--- src/hdl/kmd_pkg.sv ---
// Shared types and constants for the k-way merge and dedup unit.
`default_nettype none

package kmd_pkg;

   localparam int NUM_SOURCES_DEFAULT = 16;
   localparam int KEY_WORD_W          = 32;
   localparam int BLOCK_SIZE          = 3;
   localparam int KEY_W               = BLOCK_SIZE * KEY_WORD_W;
   localparam int SOURCE_W            = 4;
   localparam int ACTIVE_W            = 5;
   localparam logic [ACTIVE_W-1:0] ACTIVE_RESET = 5'd16;

   localparam logic KIND_KEY       = 1'b0;
   localparam logic KIND_EXHAUSTED = 1'b1;

   typedef logic [KEY_W-1:0] key_type;

   typedef enum logic [2:0] {
      ST_IDLE,
      ST_EVAL,
      ST_SCAN,
      ST_DRAIN,
      ST_EMIT_POP,
      ST_EMIT_DONE
   } state_type;

   typedef struct packed {
      logic accept;
      logic scan_start;
      logic scan_step;
      logic emit_pop;
      logic emit_done;
   } ctrl_cmd_type;

   typedef struct packed {
      logic pop_ready;
      logic all_done;
      logic scan_last;
      logic slot_free;
   } dp_status_type;

endpackage : kmd_pkg

`default_nettype wire

--- src/hdl/kmd_req_if.sv ---
// Input channel: key beats and exhaustion notices.
`default_nettype none

interface kmd_req_if
   import kmd_pkg::*;
();
   logic                      valid;
   logic                      ready;
   logic                      kind;
   logic [SOURCE_W-1:0]       source_id;
   logic [KEY_WORD_W-1:0]     key_word0;
   logic [KEY_WORD_W-1:0]     key_word1;
   logic [KEY_WORD_W-1:0]     key_word2;

   modport source (output valid, kind, source_id, key_word0, key_word1, key_word2,
                   input ready);
   modport sink   (input valid, kind, source_id, key_word0, key_word1, key_word2,
                   output ready);
endinterface : kmd_req_if

`default_nettype wire

--- src/hdl/kmd_rsp_if.sv ---
// Result channel: popped keys and completion beats.
`default_nettype none

interface kmd_rsp_if
   import kmd_pkg::*;
();
   logic                      valid;
   logic                      ready;
   logic [KEY_WORD_W-1:0]     out_word0;
   logic [KEY_WORD_W-1:0]     out_word1;
   logic [KEY_WORD_W-1:0]     out_word2;
   logic                      is_duplicate;
   logic [SOURCE_W-1:0]       fetch_source;
   logic                      merge_done;

   modport source (output valid, out_word0, out_word1, out_word2, is_duplicate,
                   fetch_source, merge_done, input ready);
   modport sink   (input valid, out_word0, out_word1, out_word2, is_duplicate,
                   fetch_source, merge_done, output ready);
endinterface : kmd_rsp_if

`default_nettype wire

--- src/hdl/kway_merge_dedup_unit.sv ---
// Flow: an accepted beat that pops a key is evaluated, then the controller scans the
// head store over N, the effective active source count, to find the minimum (a linear
// scan, one read per cycle), passes a drain state and loads the result register.
// A completion beat loads it directly. Both wait for a free result slot, and no new beat is taken until then.
// Reset (synchronous): clears present and exhausted masks, last-key flag, result
// valid, and sets active_sources to 16; the head store is not cleared.
`default_nettype none

module kway_merge_dedup_unit
   import kmd_pkg::*;
#(
   parameter int NUM_SOURCES = NUM_SOURCES_DEFAULT
) (
   input  wire logic                clock,
   input  wire logic                reset,
   input  wire logic                csr_write_enable,
   input  wire logic [ACTIVE_W-1:0] csr_write_data,
   kmd_req_if.sink                  req_bus,
   kmd_rsp_if.source                rsp_bus
);

   ctrl_cmd_type  cmd;
   dp_status_type status;

   kmd_ctrl u_ctrl (
      .clock     (clock),
      .reset     (reset),
      .req_valid (req_bus.valid),
      .req_ready (req_bus.ready),
      .status    (status),
      .cmd       (cmd)
   );

   kmd_datapath #(
      .NUM_SOURCES (NUM_SOURCES)
   ) u_datapath (
      .clock            (clock),
      .reset            (reset),
      .cmd              (cmd),
      .status           (status),
      .csr_write_enable (csr_write_enable),
      .csr_write_data   (csr_write_data),
      .req_kind         (req_bus.kind),
      .req_source       (req_bus.source_id),
      .req_key_word0    (req_bus.key_word0),
      .req_key_word1    (req_bus.key_word1),
      .req_key_word2    (req_bus.key_word2),
      .rsp_valid        (rsp_bus.valid),
      .rsp_ready        (rsp_bus.ready),
      .rsp_out_word0    (rsp_bus.out_word0),
      .rsp_out_word1    (rsp_bus.out_word1),
      .rsp_out_word2    (rsp_bus.out_word2),
      .rsp_is_duplicate (rsp_bus.is_duplicate),
      .rsp_fetch_source (rsp_bus.fetch_source),
      .rsp_merge_done   (rsp_bus.merge_done)
   );

endmodule : kway_merge_dedup_unit

`default_nettype wire

--- src/hdl/kmd_ctrl.sv ---
// Controller state machine: sequences accept, evaluate, scan and emit.
`default_nettype none

module kmd_ctrl
   import kmd_pkg::*;
(
   input  wire logic          clock,
   input  wire logic          reset,
   input  wire logic          req_valid,
   output logic               req_ready,
   input  dp_status_type      status,
   output ctrl_cmd_type       cmd
);

   state_type state_ff;
   state_type state_in;

   always_ff @(posedge clock) begin
      if (reset) begin
         state_ff <= ST_IDLE;
      end else begin
         state_ff <= state_in;
      end
   end

   always_comb begin
      state_in = state_ff;
      case (state_ff)
         ST_IDLE: begin
            if (req_valid) state_in = ST_EVAL;
         end
         ST_EVAL: begin
            if (status.pop_ready) state_in = ST_SCAN;
            else if (status.all_done) state_in = ST_EMIT_DONE;
            else state_in = ST_IDLE;
         end
         ST_SCAN: begin
            if (status.scan_last) state_in = ST_DRAIN;
         end
         ST_DRAIN: begin
            state_in = ST_EMIT_POP;
         end
         ST_EMIT_POP, ST_EMIT_DONE: begin
            if (status.slot_free) state_in = ST_IDLE;
         end
         default: begin
            state_in = ST_IDLE;
         end
      endcase
   end

   always_comb begin
      req_ready = 1'b0;
      cmd       = '0;
      case (state_ff)
         ST_IDLE: begin
            req_ready  = 1'b1;
            cmd.accept = req_valid;
         end
         ST_EVAL: begin
            cmd.scan_start = status.pop_ready;
         end
         ST_SCAN: begin
            cmd.scan_step = 1'b1;
         end
         ST_DRAIN: begin
            cmd = '0;
         end
         ST_EMIT_POP: begin
            cmd.emit_pop = status.slot_free;
         end
         ST_EMIT_DONE: begin
            cmd.emit_done = status.slot_free;
         end
         default: begin
            cmd = '0;
         end
      endcase
   end

endmodule : kmd_ctrl

`default_nettype wire

--- src/hdl/kmd_datapath.sv ---
// Datapath: head store, source masks, minimum scan, dedup and result register.
`default_nettype none

module kmd_datapath
   import kmd_pkg::*;
#(
   parameter int NUM_SOURCES = NUM_SOURCES_DEFAULT
) (
   input  wire logic                  clock,
   input  wire logic                  reset,
   input  ctrl_cmd_type               cmd,
   output dp_status_type              status,
   input  wire logic                  csr_write_enable,
   input  wire logic [ACTIVE_W-1:0]   csr_write_data,
   input  wire logic                  req_kind,
   input  wire logic [SOURCE_W-1:0]   req_source,
   input  wire logic [KEY_WORD_W-1:0] req_key_word0,
   input  wire logic [KEY_WORD_W-1:0] req_key_word1,
   input  wire logic [KEY_WORD_W-1:0] req_key_word2,
   output logic                       rsp_valid,
   input  wire logic                  rsp_ready,
   output logic [KEY_WORD_W-1:0]      rsp_out_word0,
   output logic [KEY_WORD_W-1:0]      rsp_out_word1,
   output logic [KEY_WORD_W-1:0]      rsp_out_word2,
   output logic                       rsp_is_duplicate,
   output logic [SOURCE_W-1:0]        rsp_fetch_source,
   output logic                       rsp_merge_done
);

   localparam int IW = $clog2(NUM_SOURCES);
   localparam int NW = $clog2(NUM_SOURCES + 1);

   // configuration
   logic [ACTIVE_W-1:0]    active_ff;
   logic [NW-1:0]          eff_n;
   logic [NUM_SOURCES-1:0] amask;

   // source state
   logic [NUM_SOURCES-1:0] present_ff;
   logic [NUM_SOURCES-1:0] exhausted_ff;
   logic [NUM_SOURCES-1:0] present_act;
   logic [NUM_SOURCES-1:0] open_act;
   key_type                head_mem [NUM_SOURCES];

   // scan
   logic [IW-1:0]          idx_ff;
   logic                   rd_valid_ff;
   logic [IW-1:0]          rd_idx_ff;
   key_type                rd_data_ff;
   logic                   best_valid_ff;
   logic [IW-1:0]          best_idx_ff;
   key_type                best_key_ff;
   logic                   take_rd;

   // dedup
   key_type                last_ff;
   logic                   last_present_ff;
   logic                   dup;

   // input decode
   logic [IW-1:0]          src_idx;
   logic                   src_in_range;
   logic                   key_write;
   key_type                req_key;

   // result register
   logic                   rsp_valid_ff;
   key_type                rsp_key_ff;
   logic                   rsp_dup_ff;
   logic [SOURCE_W-1:0]    rsp_src_ff;
   logic                   rsp_done_ff;

   always_ff @(posedge clock) begin
      if (reset) begin
         active_ff <= ACTIVE_RESET;
      end else if (csr_write_enable) begin
         active_ff <= csr_write_data;
      end
   end

   // zero acts as one, anything above the source count is clamped
   always_comb begin
      if (active_ff == '0) begin
         eff_n = NW'(1);
      end else if (int'(active_ff) > NUM_SOURCES) begin
         eff_n = NW'(NUM_SOURCES);
      end else begin
         eff_n = NW'(active_ff);
      end
   end

   always_comb begin
      for (int i = 0; i < NUM_SOURCES; i++) begin
         amask[i] = (i < int'(eff_n));
      end
   end

   assign src_idx      = IW'(req_source);
   assign src_in_range = (int'(req_source) < int'(eff_n));
   assign key_write    = cmd.accept && src_in_range && (req_kind == KIND_KEY) &&
                         !exhausted_ff[src_idx] && !present_ff[src_idx];
   assign req_key      = {req_key_word0, req_key_word1, req_key_word2};

   assign present_act  = present_ff & amask;
   assign open_act     = amask & ~exhausted_ff;

   always_ff @(posedge clock) begin
      if (reset) begin
         present_ff   <= '0;
         exhausted_ff <= '0;
      end else begin
         if (cmd.accept && src_in_range && (req_kind == KIND_EXHAUSTED)) begin
            exhausted_ff[src_idx] <= 1'b1;
         end
         if (key_write) begin
            present_ff[src_idx] <= 1'b1;
         end
         if (cmd.emit_pop) begin
            present_ff[best_idx_ff] <= 1'b0;
         end
      end
   end

   // head store: one write port at accept, one registered read port for the scan
   always_ff @(posedge clock) begin
      if (key_write) begin
         head_mem[src_idx] <= req_key;
      end
      if (cmd.scan_step) begin
         rd_data_ff <= head_mem[idx_ff];
      end
   end

   // strict less keeps the lower index on equal keys
   assign take_rd = rd_valid_ff && present_ff[rd_idx_ff] &&
                    (!best_valid_ff || (rd_data_ff < best_key_ff));

   always_ff @(posedge clock) begin
      if (reset) begin
         idx_ff        <= '0;
         rd_valid_ff   <= 1'b0;
         best_valid_ff <= 1'b0;
      end else begin
         rd_valid_ff <= cmd.scan_step;
         if (cmd.scan_start) begin
            idx_ff        <= '0;
            best_valid_ff <= 1'b0;
         end else begin
            if (cmd.scan_step) idx_ff <= idx_ff + IW'(1);
            if (take_rd) best_valid_ff <= 1'b1;
         end
      end
   end

   always_ff @(posedge clock) begin
      if (cmd.scan_step) begin
         rd_idx_ff <= idx_ff;
      end
      if (take_rd) begin
         best_idx_ff <= rd_idx_ff;
         best_key_ff <= rd_data_ff;
      end
   end

   assign dup = last_present_ff && (last_ff == best_key_ff);

   always_ff @(posedge clock) begin
      if (reset) begin
         last_present_ff <= 1'b0;
      end else if (cmd.emit_pop && !dup) begin
         last_present_ff <= 1'b1;
      end
   end

   always_ff @(posedge clock) begin
      if (cmd.emit_pop && !dup) begin
         last_ff <= best_key_ff;
      end
   end

   always_ff @(posedge clock) begin
      if (reset) begin
         rsp_valid_ff <= 1'b0;
      end else if (cmd.emit_pop || cmd.emit_done) begin
         rsp_valid_ff <= 1'b1;
      end else if (rsp_ready) begin
         rsp_valid_ff <= 1'b0;
      end
   end

   always_ff @(posedge clock) begin
      if (cmd.emit_pop) begin
         rsp_key_ff  <= best_key_ff;
         rsp_dup_ff  <= dup;
         rsp_src_ff  <= SOURCE_W'(best_idx_ff);
         rsp_done_ff <= 1'b0;
      end else if (cmd.emit_done) begin
         rsp_key_ff  <= '0;
         rsp_dup_ff  <= 1'b0;
         rsp_src_ff  <= '0;
         rsp_done_ff <= 1'b1;
      end
   end

   assign status.pop_ready = (|present_act) && !(|(open_act & ~present_act));
   assign status.all_done  = !(|open_act) && !(|present_act);
   assign status.scan_last = (idx_ff == IW'(eff_n - NW'(1)));
   assign status.slot_free = !rsp_valid_ff || rsp_ready;

   assign rsp_valid        = rsp_valid_ff;
   assign rsp_out_word0    = rsp_key_ff[KEY_W-1 -: KEY_WORD_W];
   assign rsp_out_word1    = rsp_key_ff[KEY_W-KEY_WORD_W-1 -: KEY_WORD_W];
   assign rsp_out_word2    = rsp_key_ff[KEY_WORD_W-1:0];
   assign rsp_is_duplicate = rsp_dup_ff;
   assign rsp_fetch_source = rsp_src_ff;
   assign rsp_merge_done   = rsp_done_ff;

endmodule : kmd_datapath

`default_nettype wire
--- src/flat_wrapper.sv ---
// flat-port wrapper written by rule: the top's interface ports become plain ports
module kway_merge_dedup_unit_flat import kmd_pkg::*;
#(
   parameter int NUM_SOURCES = NUM_SOURCES_DEFAULT
)
  (clock, reset, csr_write_enable, csr_write_data, req_bus_valid, req_bus_kind, req_bus_source_id, req_bus_key_word0, req_bus_key_word1, req_bus_key_word2, req_bus_ready, rsp_bus_valid, rsp_bus_out_word0, rsp_bus_out_word1, rsp_bus_out_word2, rsp_bus_is_duplicate, rsp_bus_fetch_source, rsp_bus_merge_done, rsp_bus_ready);
  kmd_req_if req_bus_i ();
  kmd_rsp_if rsp_bus_i ();
  input  wire logic clock;
  input  wire logic reset;
  input  wire logic csr_write_enable;
  input  wire logic [ACTIVE_W-1:0] csr_write_data;
  input wire logic [$bits(req_bus_i.valid)-1:0] req_bus_valid;
  input wire logic [$bits(req_bus_i.kind)-1:0] req_bus_kind;
  input wire logic [$bits(req_bus_i.source_id)-1:0] req_bus_source_id;
  input wire logic [$bits(req_bus_i.key_word0)-1:0] req_bus_key_word0;
  input wire logic [$bits(req_bus_i.key_word1)-1:0] req_bus_key_word1;
  input wire logic [$bits(req_bus_i.key_word2)-1:0] req_bus_key_word2;
  output wire logic [$bits(req_bus_i.ready)-1:0] req_bus_ready;
  output wire logic [$bits(rsp_bus_i.valid)-1:0] rsp_bus_valid;
  output wire logic [$bits(rsp_bus_i.out_word0)-1:0] rsp_bus_out_word0;
  output wire logic [$bits(rsp_bus_i.out_word1)-1:0] rsp_bus_out_word1;
  output wire logic [$bits(rsp_bus_i.out_word2)-1:0] rsp_bus_out_word2;
  output wire logic [$bits(rsp_bus_i.is_duplicate)-1:0] rsp_bus_is_duplicate;
  output wire logic [$bits(rsp_bus_i.fetch_source)-1:0] rsp_bus_fetch_source;
  output wire logic [$bits(rsp_bus_i.merge_done)-1:0] rsp_bus_merge_done;
  input wire logic [$bits(rsp_bus_i.ready)-1:0] rsp_bus_ready;
  assign req_bus_i.valid = req_bus_valid;
  assign req_bus_i.kind = req_bus_kind;
  assign req_bus_i.source_id = req_bus_source_id;
  assign req_bus_i.key_word0 = req_bus_key_word0;
  assign req_bus_i.key_word1 = req_bus_key_word1;
  assign req_bus_i.key_word2 = req_bus_key_word2;
  assign req_bus_ready = req_bus_i.ready;
  assign rsp_bus_valid = rsp_bus_i.valid;
  assign rsp_bus_out_word0 = rsp_bus_i.out_word0;
  assign rsp_bus_out_word1 = rsp_bus_i.out_word1;
  assign rsp_bus_out_word2 = rsp_bus_i.out_word2;
  assign rsp_bus_is_duplicate = rsp_bus_i.is_duplicate;
  assign rsp_bus_fetch_source = rsp_bus_i.fetch_source;
  assign rsp_bus_merge_done = rsp_bus_i.merge_done;
  assign rsp_bus_i.ready = rsp_bus_ready;
  kway_merge_dedup_unit #(.NUM_SOURCES(NUM_SOURCES)) u_core (.clock(clock), .reset(reset), .csr_write_enable(csr_write_enable), .csr_write_data(csr_write_data), .req_bus(req_bus_i), .rsp_bus(rsp_bus_i));
endmodule
--- config.mk ---
export PLATFORM = sky130hd
export DESIGN_NAME = kway_merge_dedup_unit_flat
export DESIGN_NICKNAME = d
export VERILOG_FILES = /design/src/hdl/kmd_pkg.sv /design/src/hdl/kmd_req_if.sv /design/src/hdl/kmd_rsp_if.sv /design/src/hdl/kway_merge_dedup_unit.sv /design/src/hdl/kmd_ctrl.sv /design/src/hdl/kmd_datapath.sv /design/src/flat_wrapper.sv
export SDC_FILE = /design/constraint.sdc
export NUM_CORES = 2
export LEC_CHECK = 0
export BUFFER_PORTS_ARGS = -buffer_cell sky130_fd_sc_hd__buf_4
export CORE_MARGIN = 3
export CORE_UTILIZATION = 40
export CTS_CLUSTER_DIAMETER = 80
export DETAILED_ROUTE_END_ITERATION = 7
export PLACE_DENSITY = 0.65
export SETUP_SLACK_MARGIN = 0.4
export SLEW_MARGIN = 10
export SYNTH_ARGS = -nofsm -noshare
export SYNTH_HDL_FRONTEND = slang
export SYNTH_SLANG_ARGS = --single-unit
export TNS_END_PERCENT = 50
--- constraint.sdc ---
create_clock -name clock -period 11.8 [get_ports clock]
set_input_delay 0.59 -clock clock [delete_from_list [all_inputs] [get_ports clock]]
set_output_delay 0.59 -clock clock [all_outputs]
set_load 0.01 [all_outputs]
# Word level (Yosys, flattened, before mapping)
# Memory sizes are Yosys's and may differ from the RTL's. A register that Yosys moved wholly into a read port is not among the register bits.
# Index checks and enable logic that the tools add are counted.
[word_totals]
ff_bits = 350
ramBits = 1536
in_bits = 111
out_inout_bits = 104
wordCells = 135
mem_count = 1
[memory_table]
columns = ["name", "depth", "width", "rd", "rd_ports_with_merged_regs", "write_ports", "line_no", "source"]
rows = [
  ["u_core.u_datapath.head_mem", 16, 96, 1, 1, 1, "kmd_datapath.sv:43", "key_type head_mem [NUM_SOURCES];"],
]
[classes]
add_sub_neg = 2
n_lt_le_gt_ge = 24
eq_ne = 10
muxes = 37
bitwise_logic = 10
reduce_logical = 34
[op_table]
columns = ["op", "count"]
rows = [
  ["$mux W96", 2],
  ["$eq A96 B96 Y1", 1],
  ["$lt A96 B96 Y1", 1],
  ["$and A16 B16 Y16", 4],
  ["$mux W16", 3],
  ["$not A16 Y16", 3],
  ["$reduce_or A16 Y1", 3],
  ["$lt A4 B5 Y1 const A", 8],
  ["$or A16 B16 Y16", 2],
  ["$lt A3 B5 Y1 const A", 4],
  ["$mux W1", 17],
  ["$lt A4 B5 Y1 const B", 3],
  ["$mux W3", 5],
  ["$pmux W3 S5", 1],
  ["$logic_and A1 B1 Y1", 13],
  ["$bmux W1 S4", 3],
  ["$lt A1 B5 Y1 const A", 2],
  ["$lt A2 B5 Y1 const A", 2],
  ["$mux W5", 2],
  ["$demux W1 S4", 2],
  ["$ge A4 B1 Y1 const B", 2],
  ["$logic_not A1 Y1", 8],
  ["$mux W4", 2],
  ["$eq A3 B2 Y1 const B", 2],
  ["16 further kinds", 22],
]

# Logic depth before layout (Yosys ltp)
[depth]
depth_word = 12
depth_mapped = 11
depth_no_buf = 10

# Modules after synthesis
# A second synthesis with hierarchy kept.
[unflattened]
hier_cells = 3482
area_unflattened_um2 = 76420.8
[by_module_without_submodules]
columns = ["module", "n_inst", "cells_each", "area_each_um2", "seq_area_each_um2"]
rows = [
  ["kmd_datapath", 1, 3457, 76206.8, 58966.6],
  ["kmd_ctrl", 1, 25, 214.0, 60.1],
]

# Worst setup path before layout
# Ideal clock, no wire load.
[synth_path]
path_kind = "input -> register"
from = "input port rsp_bus_ready"
to = "register u_core.u_datapath.last_ff[0], enable pin"
setup_ns = 0.553
t_arrival_ns = 9.922
required_time_ns = 11.247
setup_slack_ns = 1.326
cell_stages = 6
path_buffers = 2
path_cell_list = "nand2b_1 > nor2b_1 > nand2b_1 > clkbuf_1 > clkbuf_1 > nor2_1"
[synth_via]
elab_chain_len = 3
[synth_rtl]
columns = ["element", "line_no", "source"]
rows = [
  ["start, declared", "flat_wrapper.sv:27", "input wire logic [$bits(rsp_bus_i.ready)-1:0] rsp_bus_ready;"],
  ["$logic_or A1 B1 Y1", "kmd_datapath.sv:208", "assign status.slot_free = !rsp_valid_ff || rsp_ready;"],
  ["$mux W1", "kmd_ctrl.sv:55", "case (state_ff)"],
  ["$logic_and A1 B1 Y1", "kmd_datapath.sv:176", "if (cmd.emit_pop && !dup) begin"],
  ["end signal, assigned", "kmd_datapath.sv:177", "last_ff <= best_key_ff;"],
  ["end, declared", "kmd_datapath.sv:56", "key_type last_ff;"],
]
# No other way between the ends.
# A chain may end at the register's enable or synchronous reset.

# Final worst setup path
[layout_path]
from = "register u_core.u_datapath.active_ff[4]"
to = "memory u_core.u_datapath.head_mem[3][79] in the netlist's numbering, enable pin"
[layout_via]
elab_chain_len = 10
word_cells_on_any_way = 11
classes_between = "order compare (2); mux (4); reduce/logical (5)"
[layout_rtl]
columns = ["element", "line_no", "source"]
rows = [
  ["start, declared", "kmd_datapath.sv:34", "logic [ACTIVE_W-1:0] active_ff;"],
  ["start signal, assigned", "kmd_datapath.sv:77", "active_ff <= csr_write_data;"],
  ["$gt A5 B5 Y1", "kmd_datapath.sv:85", "end else if (int'(active_ff) > NUM_SOURCES) begin"],
  ["$mux W5", "kmd_datapath.sv:85", ""],
  ["$mux W5 *", "kmd_datapath.sv:83", "if (active_ff == '0) begin"],
  ["$lt A4 B5 Y1 *", "kmd_datapath.sv:99", "assign src_in_range = (int'(req_source) < int'(eff_n));"],
  ["$logic_and A1 B1 Y1 * (3 in series)", "kmd_datapath.sv:100", "assign key_write = cmd.accept && src_in_range && (req_kind == KIND_KEY) &&"],
  ["$logic_and A1 B1 Y1 *", "kmd_datapath.sv:101", "!exhausted_ff[src_idx] && !present_ff[src_idx];"],
  ["$mux W1 *", "kmd_datapath.sv:126", "if (key_write) begin"],
  ["$mux W1 (implied by the code) *", "kmd_datapath.sv:127", "head_mem[src_idx] <= req_key;"],
  ["end, declared", "kmd_datapath.sv:43", ""],
]
# Mark *: on every way between the ends. The rest lies on a longest branch, timed or not.

==> results.txt <==
The final routed wirelength across all metal layers is 188 mm. The critical-path cell with the highest stage delay is sky130_fd_sc_hd__dfxtp_1. The family with the most delay on the worst path is buffers and inverters.

The standard cell area after detailed placement is 81200 sq um, and the number of synthesized register bits is 1982. The number of enable-type register cells in the synthesized netlist is 1933. The logs give 39 for the count of hold-fix buffers inserted at cts and 14.0 mW for the post-route total power. Dividing the detail-routed via count by the number of cells gives 5.60. The count of endpoints failing hold in the final timing report is 0. The total area inside the core boundary comes to 189000 sq um. Routability-driven placement finished with a final weighted congestion of 0.918.

The critical path is of the reg2reg type. Input and output buffers added on the ports amount to 214. The mapped netlist covers 76400 sq um. The tools report the post-CTS setup buffer count as 0. The share of the cycle needed by the critical path after routing is 0.429. TritonCTS built the clock tree. The maximum net fanout on the critical path was 45.

Timing analysis after detailed placement gives a worst setup slack of 6740 ps. Most common library cell in the layout ignoring fill and taps: sky130_fd_sc_hd__edfxtp_1. The post-synthesis cell type with the largest combined area was sky130_fd_sc_hd__edfxtp_1.

After clock tree synthesis, the clock-pin slew on the worst setup and hold paths is 60 ps. The proportion of netlist area held by the largest area contributor was 0.760. Type of destination of the critical path: a flip-flop. The final cell area excluding filler cells is 87900 sq um, and the detailed-route DRC error count is 0. In this run the core area contains 159 standard-cell rows. The run gives 0.404 as the effective utilization at floorplan.

Before antenna repair, the detailed router went through 6 iterations. For this design the ratio of total power to cell area is 159 nW/um^2. Max-cap violations in this run came to 0. The clock passes through at most 3 buffers.

The sequential cell area fraction in the yosys report was 0.773. Worst supply voltage drop on vdd: 0.158 mV. Setup repair after global routing left no endpoint under its margin.

The floorplan step defined a die boundary enclosing 196000 sq um. The total overflow left after global routing is 0. The number of buffers and inverters on the critical path came out at 3. The floorplan step set the die width to 443 microns. The minimum clock period after layout was 5060 ps.

The worst min-delay path category is in2reg. The first-iteration detailed-routing DRC count is 3973. The length in cells of the worst reg-to-reg path is 10. Flip-flop cell with the highest count after synthesis: sky130_fd_sc_hd__edfxtp_1.

The tools report the number of antenna violations at the first check in global routing as 21. The final hold slack was 56.7 ps. The via count came out at 36700. In the layout the commonest cells are 1933 x sky130_fd_sc_hd__edfxtp_1, 487 x sky130_fd_sc_hd__mux4_2, 257 x sky130_fd_sc_hd__buf_4. Dividing the detail-routed wire length by the instance count gives 28.7 microns. The proportion of layout cells with a drive suffix above 1 is 0.264.

The post-layout net count was 4092. The buffer type at the clock tree root is sky130_fd_sc_hd__clkbuf_16. The proportion of register bits with asynchronous set or reset after synthesis came out at 0.

Timing would allow up to 0.198 GHz. The cell depth of the worst min-delay path is 1. Worst reg2reg path endpoint: u_core.u_datapath.head_mem[3][79]. Yosys printed 0 warnings. Setup violations remaining at the end of the flow were counted as 0. On the final layout, the worst clock skew is 37.6 ps. Summed over all cells, the static leakage comes to 27.7 nW. Compared with the post-synthesis result, the final layout area differs by 15.1%.

The number of different library cells used by synthesis comes to 76. Data on the critical path is required at its endpoint by 12250 ps. Type of element launching the critical path: a flip-flop. The total number of H-tree levels was 4. The number of pins with negative max-slew slack in the final report came out at 0. The synthesized area per cell is 21.7 sq um, and the worst setup slack for register-to-register paths is 6740 ps.

The overall routing resource usage came out at 0.191. The die height was 443 microns; the placed wire-length estimate after detailed placement was 109 mm. The relative slew slack was 0.180; the number of instances in the synthesized netlist was 3520.

The actual slew at the worst max-slew pin is 1220 ps, and the highest cell delay on the worst timing path is 800 ps. At the worst endpoint, the arrival time is 5510 ps. The logs give 6740 ps for the setup slack of the critical path after layout and 15400 for the fill cell total of the finished layout.

The number of ports placed on the die boundary is 215. The clock reaches the later pin of the worst-skew pair after 830 ps. Once detail routing completed, the nets flagged for antenna violations numbered 0. The global-route wire length before repair was 271 mm; the largest net degree at the start of global routing was 139.

The flow ran to the end, and the final reports show no timing, DRC or antenna violations. The via count of the first global-routing pass is 37400. The path with the worst hold slack has its endpoint at u_core.u_datapath.head_mem[9][50]. Once the clock tree was built, the resizer swapped 0 gates to a different size.

Total nets after synthesis: 3731. Adding up every negative setup slack in the final design gives 0 ps. The cell that appears most often on the critical path is sky130_fd_sc_hd__buf_4.

The run gives 1982 as the clock net sink count. In the post-synthesis netlist, the biggest area contributors are sky130_fd_sc_hd__edfxtp_1 76%, sky130_fd_sc_hd__mux4_2 14%, sky130_fd_sc_hd__ha_1 1.6%. Counting the buffers created by CTS gives 194. In this run the most critical hold path is launched from req_bus_key_word1[18]. The source of the worst register-to-register timing path is u_core.u_datapath.active_ff[4]. The signal on the critical path passes through inv_1 -> nand2_1 -> ha_1 -> o211ai_1 -> o31ai_4 -> nor3b_4 -> nand3_4 -> nor2_4 -> buf_4 -> buf_4.
## power by group
part           leakage (nW)  switching [mW]  internal (mW)
combinational          6.73           0.131         0.0589
clock                  3.04            2.63           3.46
sequential             17.9          0.0126           7.72
## cells in the mapped netlist (4+ instances only)
cell and instances:
sky130_fd_sc_hd__clkbuf_1 93, sky130_fd_sc_hd__a31oi_1 7, sky130_fd_sc_hd__nand3_1 16, sky130_fd_sc_hd__nor2b_1 4
sky130_fd_sc_hd__a221oi_1 5, sky130_fd_sc_hd__nand2_1 40, sky130_fd_sc_hd__and2_1 6, sky130_fd_sc_hd__a21oi_1 61
sky130_fd_sc_hd__nand2b_1 19, sky130_fd_sc_hd__o2bb2ai_1 6, sky130_fd_sc_hd__nor3_1 21, sky130_fd_sc_hd__xnor2_1 7
sky130_fd_sc_hd__o2111ai_1 6, sky130_fd_sc_hd__o22ai_1 15, sky130_fd_sc_hd__mux4_2 487, sky130_fd_sc_hd__o21a_1 8
sky130_fd_sc_hd__o211ai_1 6, sky130_fd_sc_hd__nor4_1 19, sky130_fd_sc_hd__nor2_1 208, sky130_fd_sc_hd__ha_1 100
sky130_fd_sc_hd__or4_1 4, sky130_fd_sc_hd__a21o_1 7, sky130_fd_sc_hd__a41oi_1 4, sky130_fd_sc_hd__buf_1 40
sky130_fd_sc_hd__xor2_1 57, sky130_fd_sc_hd__dfxtp_1 49, sky130_fd_sc_hd__a2111oi_0 5, sky130_fd_sc_hd__a211oi_1 17
sky130_fd_sc_hd__edfxtp_1 1933, sky130_fd_sc_hd__o21ai_0 37, sky130_fd_sc_hd__nand4_1 27, sky130_fd_sc_hd__inv_1 122
sky130_fd_sc_hd__a22o_1 7, sky130_fd_sc_hd__mux2i_1 6, sky130_fd_sc_hd__or3_1 4, sky130_fd_sc_hd__a2111oi_2 7
## stage by stage
stage,util,cells
after floorplan,-,3520
after global placement,0.430,6141
after detailed placement,0.430,6141
after CTS,0.465,6538
after global routing,0.465,6541
final,0.465,6548
## registers in the layout, indices dropped and copies added (netlist names), 3 cells and up
name and cells:
u_core.u_datapath.present_ff 16, u_core.u_datapath.best_key_ff 96, u_core.u_datapath.head_mem 1536, u_core.u_datapath.last_ff 96, u_core.u_datapath.rd_data_ff 96, u_core.u_datapath.rsp_fetch_source 4
u_core.u_datapath.rsp_key_ff 96, u_core.u_datapath.active_ff 5, u_core.u_ctrl.state_ff 3, u_core.u_datapath.rd_idx_ff 4, u_core.u_datapath.exhausted_ff 16, u_core.u_datapath.best_idx_ff 4
u_core.u_datapath.idx_ff 4
## kinds of logic (layout without fill, tap and decap cells)
family                   Yosys count  count (layout)  share of synthesized area
AO/OA/AOI/OAI                    223             223                     0.0202
XOR/XNOR                          64              64                    0.00734
adder cells (fa/ha/maj)          101             101                     0.0165
buffers and inverters            263             786                     0.0138
flip-flops                      1982            1982                      0.773
multiplexers                     494             494                      0.145
other                              0              10                          0
AND/OR/NAND/NOR                  393             393                     0.0247
## how the worst max path moves through the flow
stage                                         startpoint                           endpoint  slack (ps)  cells past startpoint
after floorplan                            rsp_bus_ready       u_core.u_datapath.last_ff[0]        1330                      6
after global placement    u_core.u_datapath.active_ff[4]  u_core.u_datapath.head_mem[1][78]        6840                     10
after detailed placement  u_core.u_datapath.active_ff[4]  u_core.u_datapath.head_mem[1][77]        6740                     10
after CTS                 u_core.u_datapath.active_ff[4]  u_core.u_datapath.head_mem[1][78]        6730                     10
after global routing      u_core.u_datapath.active_ff[4]  u_core.u_datapath.head_mem[1][62]        6430                     10
final                     u_core.u_datapath.active_ff[4]  u_core.u_datapath.head_mem[3][79]        6740                     10
## routing by layer
metal | share of wire | wire [microns] | up-vias | global-route usage
li1 | - | - | 15400 | -
met4 | 0.028 | 5220 | 16 | 0.0572
met3 | 0.063 | 11800 | 247 | 0.0341
met5 | 0.00055 | 103 | - | 0
met1 | 0.40 | 74400 | 19700 | 0.251
met2 | 0.51 | 96400 | 1302 | 0.325
## cell type report
| cell class | count | area (sq um) | area share |
|---|---|---|---|
| antenna | 10 | 25.0 | 0.000285 |
| multi-input combinational | 1275 | 16500 | 0.187 |
| tap | 2495 | 3120 | 0.0355 |
| clock inverter | 117 | 1170 | 0.0134 |
| inverter | 122 | 458 | 0.00521 |
| sequential | 1982 | 59000 | 0.672 |
| clock buffer | 241 | 5070 | 0.0577 |
| timing repair buffer | 306 | 2520 | 0.0287 |
No activity file was read; power rests on OpenSTA's default activity.
